File: src/hdl/kfhe_pkg.sv
package kfhe_pkg;

	localparam int NUM_CURVES_DEF = 64;
	localparam int MAX_KEYS_DEF   = 256;

	// item modes
	localparam logic [2:0] MODE_HDR   = 3'd0;
	localparam logic [2:0] MODE_KEY   = 3'd1;
	localparam logic [2:0] MODE_EVAL  = 3'd2;
	localparam logic [2:0] MODE_START = 3'd3;
	localparam logic [2:0] MODE_END   = 3'd4;

	// curve kinds
	localparam logic [2:0] KIND_ZERO   = 3'd0;
	localparam logic [2:0] KIND_STATIC = 3'd1;
	localparam logic [2:0] KIND_SLOPE0 = 3'd2;
	localparam logic [2:0] KIND_HERM   = 3'd3;

	// key address select
	localparam logic [2:0] ADR_MID  = 3'd0;
	localparam logic [2:0] ADR_K    = 3'd1;
	localparam logic [2:0] ADR_KM1  = 3'd2;
	localparam logic [2:0] ADR_ZERO = 3'd3;
	localparam logic [2:0] ADR_LAST = 3'd4;

	// result select
	localparam logic [1:0] RES_ZERO = 2'd0;
	localparam logic [1:0] RES_KEY  = 2'd1;
	localparam logic [1:0] RES_ACC  = 2'd2;

	// multiply steps, run in this order
	localparam logic [2:0] OP_TT  = 3'd0;
	localparam logic [2:0] OP_H   = 3'd1;
	localparam logic [2:0] OP_DH  = 3'd2;
	localparam logic [2:0] OP_AM1 = 3'd3;
	localparam logic [2:0] OP_AM2 = 3'd4;
	localparam logic [2:0] OP_BB  = 3'd5;
	localparam logic [2:0] OP_DHI = 3'd6;
	localparam logic [2:0] OP_DLO = 3'd7;

	localparam logic [4:0] DIV_LAST = 5'd29;

	typedef struct packed {
		logic       take;
		logic       hdr_rd;
		logic       key_rd;
		logic [2:0] addr_sel;
		logic       srch_init;
		logic       srch_step;
		logic       scan_step;
		logic       keep_k;
		logic       div_init;
		logic       div_step;
		logic       mul_go;
		logic       wb_go;
		logic [2:0] mop;
		logic       out_load;
		logic [1:0] res_sel;
	} cmd_t;

	typedef struct packed {
		logic [2:0] mode;
		logic       curve_ok;
		logic [2:0] kind;
		logic       len_zero;
		logic       k_zero;
		logic       scan_done;
		logic       mid_gt;
		logic       hit;
		logic       exact;
		logic       interp_ok;
		logic       div_done;
		logic       out_free;
	} sts_t;

	function automatic logic [31:0] sat32(input logic signed [63:0] v);
		logic [31:0] r;
		if (v > 64'sd2147483647) r = 32'h7FFF_FFFF;
		else if (v < -64'sd2147483648) r = 32'h8000_0000;
		else r = v[31:0];
		return r;
	endfunction

endpackage

File: src/hdl/kfhe_ctrl.sv
module kfhe_ctrl (
	input  logic           clk,
	input  logic           arst_n,
	input  logic           in_valid,
	output logic           in_ready,
	input  kfhe_pkg::sts_t s,
	output kfhe_pkg::cmd_t c
);

	localparam logic [3:0] S_IDLE   = 4'd0;
	localparam logic [3:0] S_DEC    = 4'd1;
	localparam logic [3:0] S_HDR    = 4'd2;
	localparam logic [3:0] S_SRCH   = 4'd3;
	localparam logic [3:0] S_SRCH_W = 4'd4;
	localparam logic [3:0] S_SCAN   = 4'd5;
	localparam logic [3:0] S_SCAN_W = 4'd6;
	localparam logic [3:0] S_PREV_W = 4'd7;
	localparam logic [3:0] S_DIV    = 4'd8;
	localparam logic [3:0] S_MUL    = 4'd9;
	localparam logic [3:0] S_WB     = 4'd10;
	localparam logic [3:0] S_OUT    = 4'd11;

	logic [3:0] state_q, state_n;
	logic [2:0] mop_q, mop_n;
	logic [1:0] res_q, res_n;
	logic       spline;
	logic       query;

	assign spline = s.kind == kfhe_pkg::KIND_SLOPE0 || s.kind == kfhe_pkg::KIND_HERM;
	assign query  = s.mode == kfhe_pkg::MODE_EVAL || s.mode == kfhe_pkg::MODE_START
		|| s.mode == kfhe_pkg::MODE_END;
	assign in_ready = state_q == S_IDLE;

	always_comb begin
		c       = '0;
		state_n = state_q;
		mop_n   = mop_q;
		res_n   = res_q;
		c.mop   = mop_q;
		case (state_q)
			S_IDLE: begin
				if (in_valid) begin
					c.take  = 1'b1;
					state_n = S_DEC;
				end
			end
			S_DEC: begin
				if (!query) begin
					state_n = S_IDLE;
				end else if (!s.curve_ok) begin
					res_n   = kfhe_pkg::RES_ZERO;
					state_n = S_OUT;
				end else begin
					c.hdr_rd = 1'b1;
					state_n  = S_HDR;
				end
			end
			S_HDR: begin
				res_n   = kfhe_pkg::RES_ZERO;
				state_n = S_OUT;
				c.addr_sel = kfhe_pkg::ADR_ZERO;
				if (s.mode == kfhe_pkg::MODE_START) begin
					if (s.kind != kfhe_pkg::KIND_ZERO) begin
						c.key_rd = 1'b1;
						res_n    = kfhe_pkg::RES_KEY;
					end
				end else if (s.mode == kfhe_pkg::MODE_END) begin
					if (s.kind == kfhe_pkg::KIND_STATIC) begin
						c.key_rd = 1'b1;
						res_n    = kfhe_pkg::RES_KEY;
					end else if (spline) begin
						c.key_rd   = 1'b1;
						c.addr_sel = kfhe_pkg::ADR_LAST;
						res_n      = kfhe_pkg::RES_KEY;
					end
				end else begin
					if (s.kind == kfhe_pkg::KIND_STATIC) begin
						c.key_rd = 1'b1;
						res_n    = kfhe_pkg::RES_KEY;
					end else if (spline) begin
						c.srch_init = 1'b1;
						state_n     = S_SRCH;
					end
				end
			end
			S_SRCH: begin
				if (s.len_zero) begin
					state_n = S_SCAN;
				end else begin
					c.key_rd   = 1'b1;
					c.addr_sel = kfhe_pkg::ADR_MID;
					state_n    = S_SRCH_W;
				end
			end
			S_SRCH_W: begin
				c.srch_step = 1'b1;
				state_n     = S_SRCH;
			end
			S_SCAN: begin
				c.key_rd = 1'b1;
				if (s.scan_done) begin
					// no key at or past the query: hold the last key (or key 0)
					c.addr_sel = s.k_zero ? kfhe_pkg::ADR_K : kfhe_pkg::ADR_KM1;
					res_n      = kfhe_pkg::RES_KEY;
					state_n    = S_OUT;
				end else begin
					c.addr_sel = kfhe_pkg::ADR_K;
					state_n    = S_SCAN_W;
				end
			end
			S_SCAN_W: begin
				if (!s.hit) begin
					c.scan_step = 1'b1;
					state_n     = S_SCAN;
				end else if (s.k_zero) begin
					res_n   = kfhe_pkg::RES_KEY;
					state_n = S_OUT;
				end else begin
					c.key_rd   = 1'b1;
					c.addr_sel = kfhe_pkg::ADR_KM1;
					if (s.exact) begin
						res_n   = kfhe_pkg::RES_KEY;
						state_n = S_OUT;
					end else begin
						c.keep_k = 1'b1;
						state_n  = S_PREV_W;
					end
				end
			end
			S_PREV_W: begin
				if (s.interp_ok) begin
					c.div_init = 1'b1;
					state_n    = S_DIV;
				end else begin
					res_n   = kfhe_pkg::RES_KEY;
					state_n = S_OUT;
				end
			end
			S_DIV: begin
				c.div_step = 1'b1;
				if (s.div_done) begin
					mop_n   = kfhe_pkg::OP_TT;
					state_n = S_MUL;
				end
			end
			S_MUL: begin
				c.mul_go = 1'b1;
				state_n  = S_WB;
			end
			S_WB: begin
				c.wb_go = 1'b1;
				if ((mop_q == kfhe_pkg::OP_DH && s.kind != kfhe_pkg::KIND_HERM)
					|| mop_q == kfhe_pkg::OP_DLO) begin
					res_n   = kfhe_pkg::RES_ACC;
					state_n = S_OUT;
				end else begin
					mop_n   = mop_q + 3'd1;
					state_n = S_MUL;
				end
			end
			S_OUT: begin
				// hold until the output register is free
				if (s.out_free) begin
					c.out_load = 1'b1;
					c.res_sel  = res_q;
					state_n    = S_IDLE;
				end
			end
			default: state_n = S_IDLE;
		endcase
	end

	always_ff @(posedge clk or negedge arst_n) begin
		if (!arst_n) begin
			state_q <= S_IDLE;
			mop_q   <= kfhe_pkg::OP_TT;
			res_q   <= kfhe_pkg::RES_ZERO;
		end else begin
			state_q <= state_n;
			mop_q   <= mop_n;
			res_q   <= res_n;
		end
	end

	a_out_free: assert property (@(posedge clk) disable iff (!arst_n)
		c.out_load |-> s.out_free) else $error("output word overwritten");
	a_rd_excl: assert property (@(posedge clk) disable iff (!arst_n)
		!(c.key_rd && c.hdr_rd)) else $error("two table reads at once");
	a_div_seq: assert property (@(posedge clk) disable iff (!arst_n)
		c.div_init |=> state_q == S_DIV) else $error("divider not started");
	a_mul_wb: assert property (@(posedge clk) disable iff (!arst_n)
		c.mul_go |=> c.wb_go && c.mop == $past(c.mop)) else $error("product not consumed");

endmodule

File: config.mk
export PLATFORM = sky130hd
export DESIGN_NAME = kfhe_ctrl
export DESIGN_NICKNAME = d
export VERILOG_FILES = /design/src/hdl/kfhe_pkg.sv /design/src/hdl/kfhe_ctrl.sv
export SDC_FILE = /design/constraint.sdc
export NUM_CORES = 1
export LEC_CHECK = 0
export BUFFER_PORTS_ARGS = -buffer_cell sky130_fd_sc_hd__buf_4
export CAP_MARGIN = 20
export CORE_MARGIN = 2
export CORE_UTILIZATION = 48
export DETAILED_ROUTE_END_ITERATION = 8
export PLACE_DENSITY = 0.79
export SLEW_MARGIN = 10
export SYNTH_ARGS = -nofsm -noshare
export SYNTH_HDL_FRONTEND = slang
export SYNTH_SLANG_ARGS = --single-unit
File: constraint.sdc
create_clock -name clk -period 2 [get_ports clk]
set_input_delay 0.4 -clock clk [delete_from_list [all_inputs] [get_ports clk]]
set_output_delay 0.4 -clock clk [all_outputs]
set_load 0.02 [all_outputs]
==> impl_metrics.env, run 1 <==
export IMPL_status="finished clean"
export IMPL_critPathSlowestCell="dfrtp_2"
export IMPL_hpwlAfterDp_um=2320
export IMPL_drt_iter0_drc=49
export IMPL_path_cells="buf_6 > nor2_2 > a22oi_1 > o32ai_1 > buf_4"
export IMPL_ys_warnings_count=0
export IMPL_core_area_um2=1960
export IMPL_final_net_count=212
export IMPL_grt_max_degree=11
export IMPL_ys_seq_elements=9
export IMPL_setup_tns_ps=0
export IMPL_worstHoldStart="s[0]"
export IMPL_max_freq_mhz=520
export IMPL_synth_edff_count=0
export IMPL_slew_violations=0
export IMPL_power_density_nw_per_um2=1360
export IMPL_die_w_um=49.7
export IMPL_syn_nets=156
export IMPL_required_ps=1600
export IMPL_cp_start_kind="register"
export IMPL_max_cap_viol_count=0
export IMPL_max_vdd_ir_drop_mv=0.887
export IMPL_p_leak_nw=0.708
export IMPL_numClockSinks=9
export IMPL_holdCritPathClass="primary input to register"
export IMPL_grt_util_all_layers=0.258
export IMPL_crit_path_max_fanout=10
export IMPL_gp_congestion=0.904
export IMPL_r2r_start="mop_q[0]"
export IMPL_io_buffers=38
export IMPL_synth_top_flop_cell="dfrtp_1"
export IMPL_fin_crit_sh=0.961
export IMPL_post_drt_wl_per_cell_um=14.2
export IMPL_vias=1236
export IMPL_critPathCaptureType="primary output"
export IMPL_grt_pass1_wl_um=4990
export IMPL_via_per_inst=5.72
export IMPL_nFillCells=157
export IMPL_pre_cts_slack_ps=120
export IMPL_rows=16
export IMPL_antenna_found_initial=0
export IMPL_critPathBufInv=2
export IMPL_globalRouteOverflowTotal=0
export IMPL_relSlewSlack=0.707
export IMPL_clk_latency_ps=270
export IMPL_slowest_delay_ps=460
export IMPL_crit_arrival_ps=1520
export IMPL_syn_to_final_growth_pct=51.3
export IMPL_drive_gt1_frac=0.444
export IMPL_hold_violations=0
export IMPL_cts_max_level=1
export IMPL_yosys_area_top_type_share=0.225
export IMPL_clkTransAtPathRegs_ps=70
export IMPL_wl_um=3070
export IMPL_grt_pass1_vias=1156
export IMPL_yosysTopAreaCell="dfrtp_1"
export IMPL_die_h_um=49.7
export IMPL_initial_utilization=0.511
export IMPL_dpl_cell_area_um2=1380
export IMPL_synth_seq_area_share=0.225
export IMPL_drt_first_pass_iters=6
export IMPL_finClkSkew_ps=6.58
export IMPL_crit_start="state_q[1]"
export IMPL_worst_slack_ps=77.6
export IMPL_synth_common_cells="nor2_1, dfrtp_1, nand2_1, nand3_1, nor3_1"
export IMPL_design_area_um2=1520
export IMPL_synth_async_reset_ratio=1.00
export IMPL_numCtsBuffers=3
export IMPL_drtAntennaViolNets=0
export IMPL_syn_mean_instance_area_um2=7.48
export IMPL_synth_cell_type_count=46
export IMPL_yosys_top_cells_area="dfrtp_1, nor2_1, nand3_1, nor3_1, ha_1"
export IMPL_worstSetupPathType="register to primary output"
export IMPL_num_antenna_cells=0
export IMPL_cp_top_family="flip-flops"
export IMPL_synth_most_common_cell="nor2_1"
export IMPL_drc_errors=0
export IMPL_netlist_instances=134
export IMPL_io_pins=40
export IMPL_setup_viol=0
export IMPL_cts_root_buf="clkbuf_4"
export IMPL_dieArea_um2=2470
export IMPL_cts_max_path_buffers=2
export IMPL_hold_worst_slack_ps=362
export IMPL_tightest_slew_ps=436
export IMPL_fin_crit_ps=1920
export IMPL_cts_tree="yes"
export IMPL_syn_area_um2=1000
-- per-stage QoR --
| step | utilization | power [mW] | std cells |
|---|---|---|---|
| 2_1_floorplan | - | 1.25 | 134 |
| 6_report | 0.773 | 2.06 | 216 |
| 4_1_cts | 0.732 | 1.89 | 211 |
| 5_1_grt | 0.773 | 2.21 | 216 |
| 3_3_place_gp | 0.703 | 1.68 | 204 |
| 3_5_place_dp | 0.703 | 1.70 | 204 |
-- cell usage in the layout, fill, tap and decap left out, drive strengths merged, types with 2 or more instances in the layout --
cell type	synthesis	final
buf	6	59
nor2	16	16
nand3	9	9
nand2	9	9
nor3	9	9
dfrtp	9	9
a21oi	7	7
inv	7	7
nand2b	6	6
nor2b	6	6
a31oi	5	5
o21ai	5	5
o22ai	4	4
clkbuf	3	4
and2	3	3
ha	3	3
nand4	2	2
a22oi	2	2
o32ai	2	2
mux2i	2	2
nor4	2	2
-- what timing repair did --
action / 4_1_cts / 5_1_grt
buffers inserted: 2 / 5
resized for setup: 3 / 13
hold buffers: 1 / 0
pin swaps: 1 / 1
endpoints found under the setup margin: 8 / 8
endpoints found under the hold margin: 9 / 0
-- state kept, by name, indices dropped and copies added (netlist names) --
name,count
mop_q,3
res_q,2
state_q,4
-- path summary, 6_finish.rpt --
check	endpoint	slack, ps	depth (start not counted)
max	c[15]	80	5
min	state_q[0]	360	2
max reg2reg	mop_q[1]	90	6
min reg2reg	res_q[0]	510	1
max in group asynchronous	state_q[1]	1360	2
min in group asynchronous	mop_q[0]	480	2
-- power breakdown --
group	switching, mW	total, mW	internal [mW]	leakage (nW)
combinational	0.819	1.53	0.711	0.580
clock	0.0728	0.150	0.0772	0.0150
sequential	0.117	0.378	0.261	0.112
-- layout make-up --
cell class / count / area (µm²) / share of cell area
tap: 27 / 33.8 / 0.0223
multi-input combinational: 109 / 728 / 0.480
sequential: 9 / 230 / 0.152
timing repair buffer: 60 / 457 / 0.301
clock buffer: 4 / 26.3 / 0.0173
inverter: 7 / 41.3 / 0.0272
-- per-layer routing --
metal	wire length [µm]	up-vias	track usage
met5	0	-	0
met4	32	0	0.0926
met3	205	4	0.0273
met1	1280	571	0.325
met2	1550	57	0.451
li1	-	604	-
-- kinds of logic after synthesis --
| family | Yosys count | share of synthesized area |
|---|---|---|
| AO/OA/AOI/OAI | 36 | 0.256 |
| flip-flops | 9 | 0.225 |
| multiplexers | 3 | 0.0350 |
| adder cells (fa/ha/maj) | 3 | 0.0375 |
| AND/OR/NAND/NOR | 67 | 0.356 |
| buffers and inverters | 16 | 0.0911 |
Power figures use the tool's default switching activity.
==> run 2, diff against run 1 <==
==> constraint.sdc (replaced) <==
create_clock -name clk -period 2 [get_ports clk]
set_input_delay 0.1 -clock clk [delete_from_list [all_inputs] [get_ports clk]]
set_output_delay 0.1 -clock clk [all_outputs]
set_load 0.02 [all_outputs]
==> impl_metrics.env, run 2 (synthesis results as in run 1) <==
export IMPL_cp_start_kind="register"
export IMPL_final_net_count=196
export IMPL_met3_length_um=241
export IMPL_core_area_um2=1960
export IMPL_io_pins=40
export IMPL_grt_util_all_layers=0.244
export IMPL_worst_slack_ps=69.1
export IMPL_cts_tree="yes"
export IMPL_die_w_um=49.7
export IMPL_cts_max_level=1
export IMPL_slowest_delay_ps=430
export IMPL_critPathSlowestCell="dfrtp_1"
export IMPL_status="finished clean"
export IMPL_numClockSinks=9
export IMPL_clk_latency_ps=260
export IMPL_critPathCaptureType="register"
export IMPL_grt_pass1_vias=1064
export IMPL_clkTransAtPathRegs_ps=70
export IMPL_wl_met1_um=1150
export IMPL_crit_top_cell="ha_1"
export IMPL_drtAntennaViolNets=0
export IMPL_cts_root_buf="clkbuf_4"
export IMPL_layout_common_cells="buf_4, nor2_1, nand2_1, nand3_1"
export IMPL_multi_input_area_um2=693
export IMPL_setup_viol=0
export IMPL_initial_utilization=0.511
export IMPL_required_ps=2150
export IMPL_rows=16
export IMPL_setup_tns_ps=0
export IMPL_cts_max_path_buffers=2
export IMPL_postCtsSetupBuffers=0
export IMPL_finClkSkew_ps=7.05
export IMPL_rsz0062_at_grt="no"
export IMPL_worstSetupPathType="register to register"
export IMPL_slew_violations=0
export IMPL_nFillCells=177
export IMPL_power_switching_mw=0.916
export IMPL_post_drt_wl_per_cell_um=14.3
export IMPL_grt_pass1_wl_um=4760
export IMPL_holdCritPathClass="primary input to register"
export IMPL_tightest_slew_ps=460
export IMPL_path_cells="ha_1 > ha_1 > a31oi_4 > mux2i_1 > or3_4 > mux2_4"
export IMPL_hpwlAfterDp_um=2250
export IMPL_p_int_mw=0.848
export IMPL_syn_to_final_growth_pct=34.8
export IMPL_grt_max_degree=25
export IMPL_highest_layer="met4"
export IMPL_hold_violations=0
export IMPL_die_h_um=49.7
export IMPL_via_per_inst=6.08
export IMPL_p_sw_frac=0.520
export IMPL_gp_congestion=0.871
export IMPL_max_vdd_ir_drop_mv=0.799
export IMPL_layout_cells_most_common="buf_4"
export IMPL_max_freq_mhz=518
export IMPL_antenna_found_initial=0
export IMPL_numCtsBuffers=3
export IMPL_globalRouteOverflowTotal=0
export IMPL_crit_arrival_ps=2080
export IMPL_hold_worst_slack_ps=60.4
export IMPL_fin_crit_ps=1930
export IMPL_drt_iter0_drc=76
export IMPL_io_buffers=38
export IMPL_crit_path_max_fanout=5
export IMPL_ff_latch_area_um2=226
export IMPL_fin_crit_sh=0.965
export IMPL_drive_gt1_frac=0.329
export IMPL_max_cap_viol_count=0
export IMPL_pre_cts_slack_ps=74.9
export IMPL_largest_register_ffs=4
export IMPL_seq_power_share=0.218
export IMPL_drc_errors=0
export IMPL_power_total_mw=1.76
export IMPL_drt_first_pass_iters=4
export IMPL_p_leak_nw=0.622
export IMPL_largest_register="state_q"
export IMPL_p_comb_frac=0.701
export IMPL_wl_met2_um=1450
export IMPL_largestRegisters="state_q (4), mop_q (3), res_q (2)"
export IMPL_vias=1215
export IMPL_power_density_nw_per_um2=1310
export IMPL_relSlewSlack=0.693
export IMPL_dieArea_um2=2470
export IMPL_wl_um=2870
export IMPL_clockPowerShare=0.081
export IMPL_num_antenna_cells=0
## run 2: cell count changes in the layout (fill, tap and decap cells not counted), moves of 2 or more
cell | previous run | this run
nor2_2 | 2 | 0
dfrtp_1 | 5 | 8
nor2_1 | 14 | 16
nand2_2 | 2 | 0
nand2_1 | 7 | 9
dfrtp_2 | 4 | 1
buf_4 | 58 | 43
## run 2: final timing paths
| kind | start | end | slack (ps) | cells after the start |
|---|---|---|---|---|
| worst max-delay path | mop_q[0] | mop_q[1] | 70 | 6 |
| worst min-delay path | s[0] | state_q[0] | 60 | 2 |
| worst max register to register | mop_q[0] | mop_q[1] | 70 | 6 |
| worst min register to register | res_q[0] | res_q[0] | 490 | 1 |
| max in group asynchronous | arst_n | state_q[1] | 1640 | 2 |
| min in group asynchronous | arst_n | mop_q[0] | 200 | 2 |
## run 2: power by group through the flow
stage	logic, mW	registers [mW]	clock network [mW]
floorplan	0.901	0.345	0
global placement	1.19	0.374	0
detailed placement	1.21	0.380	0
CTS	1.21	0.377	0.142
global route	1.34	0.401	0.158
finish	1.24	0.385	0.143
## run 2: area by class of cell
class	count	area share
sequential	9	0.168
multi-input combinational	109	0.513
timing repair buffer	44	0.246
tap	27	0.0250
clock buffer	4	0.0194
inverter	7	0.0287
## run 2: stage by stage
| stage | std cells | util | instance area, µm² |
|---|---|---|---|
| 4_1_cts | 200 | 0.684 | 1340 |
| 3_5_place_dp | 195 | 0.666 | 1310 |
| 6_report | 200 | 0.689 | 1350 |
| 5_1_grt | 200 | 0.689 | 1350 |
| 2_1_floorplan | 134 | - | 1000 |
| 3_3_place_gp | 195 | 0.666 | 1310 |
## run 2: worst max-delay path: cells and delay by family (launching register included)
| kind | cells | cell delay, ps |
|---|---|---|
| mux | 2 | 400 |
| simple gates | 1 | 360 |
| fa+ha+maj | 2 | 430 |
| flops | 1 | 430 |
| compound gates | 1 | 200 |
## run 2: per-layer routing
metal,track usage,up-vias
met4,0.0833,0
li1,-,576
met5,0,-
met1,0.322,550
met2,0.411,81
met3,0.0273,8
## run 2: what timing repair did
item,in CTS,in global routing
setup endpoints to repair,0,4
hold endpoints to repair,9,0
gates resized for setup,0,3
hold buffers,1,0
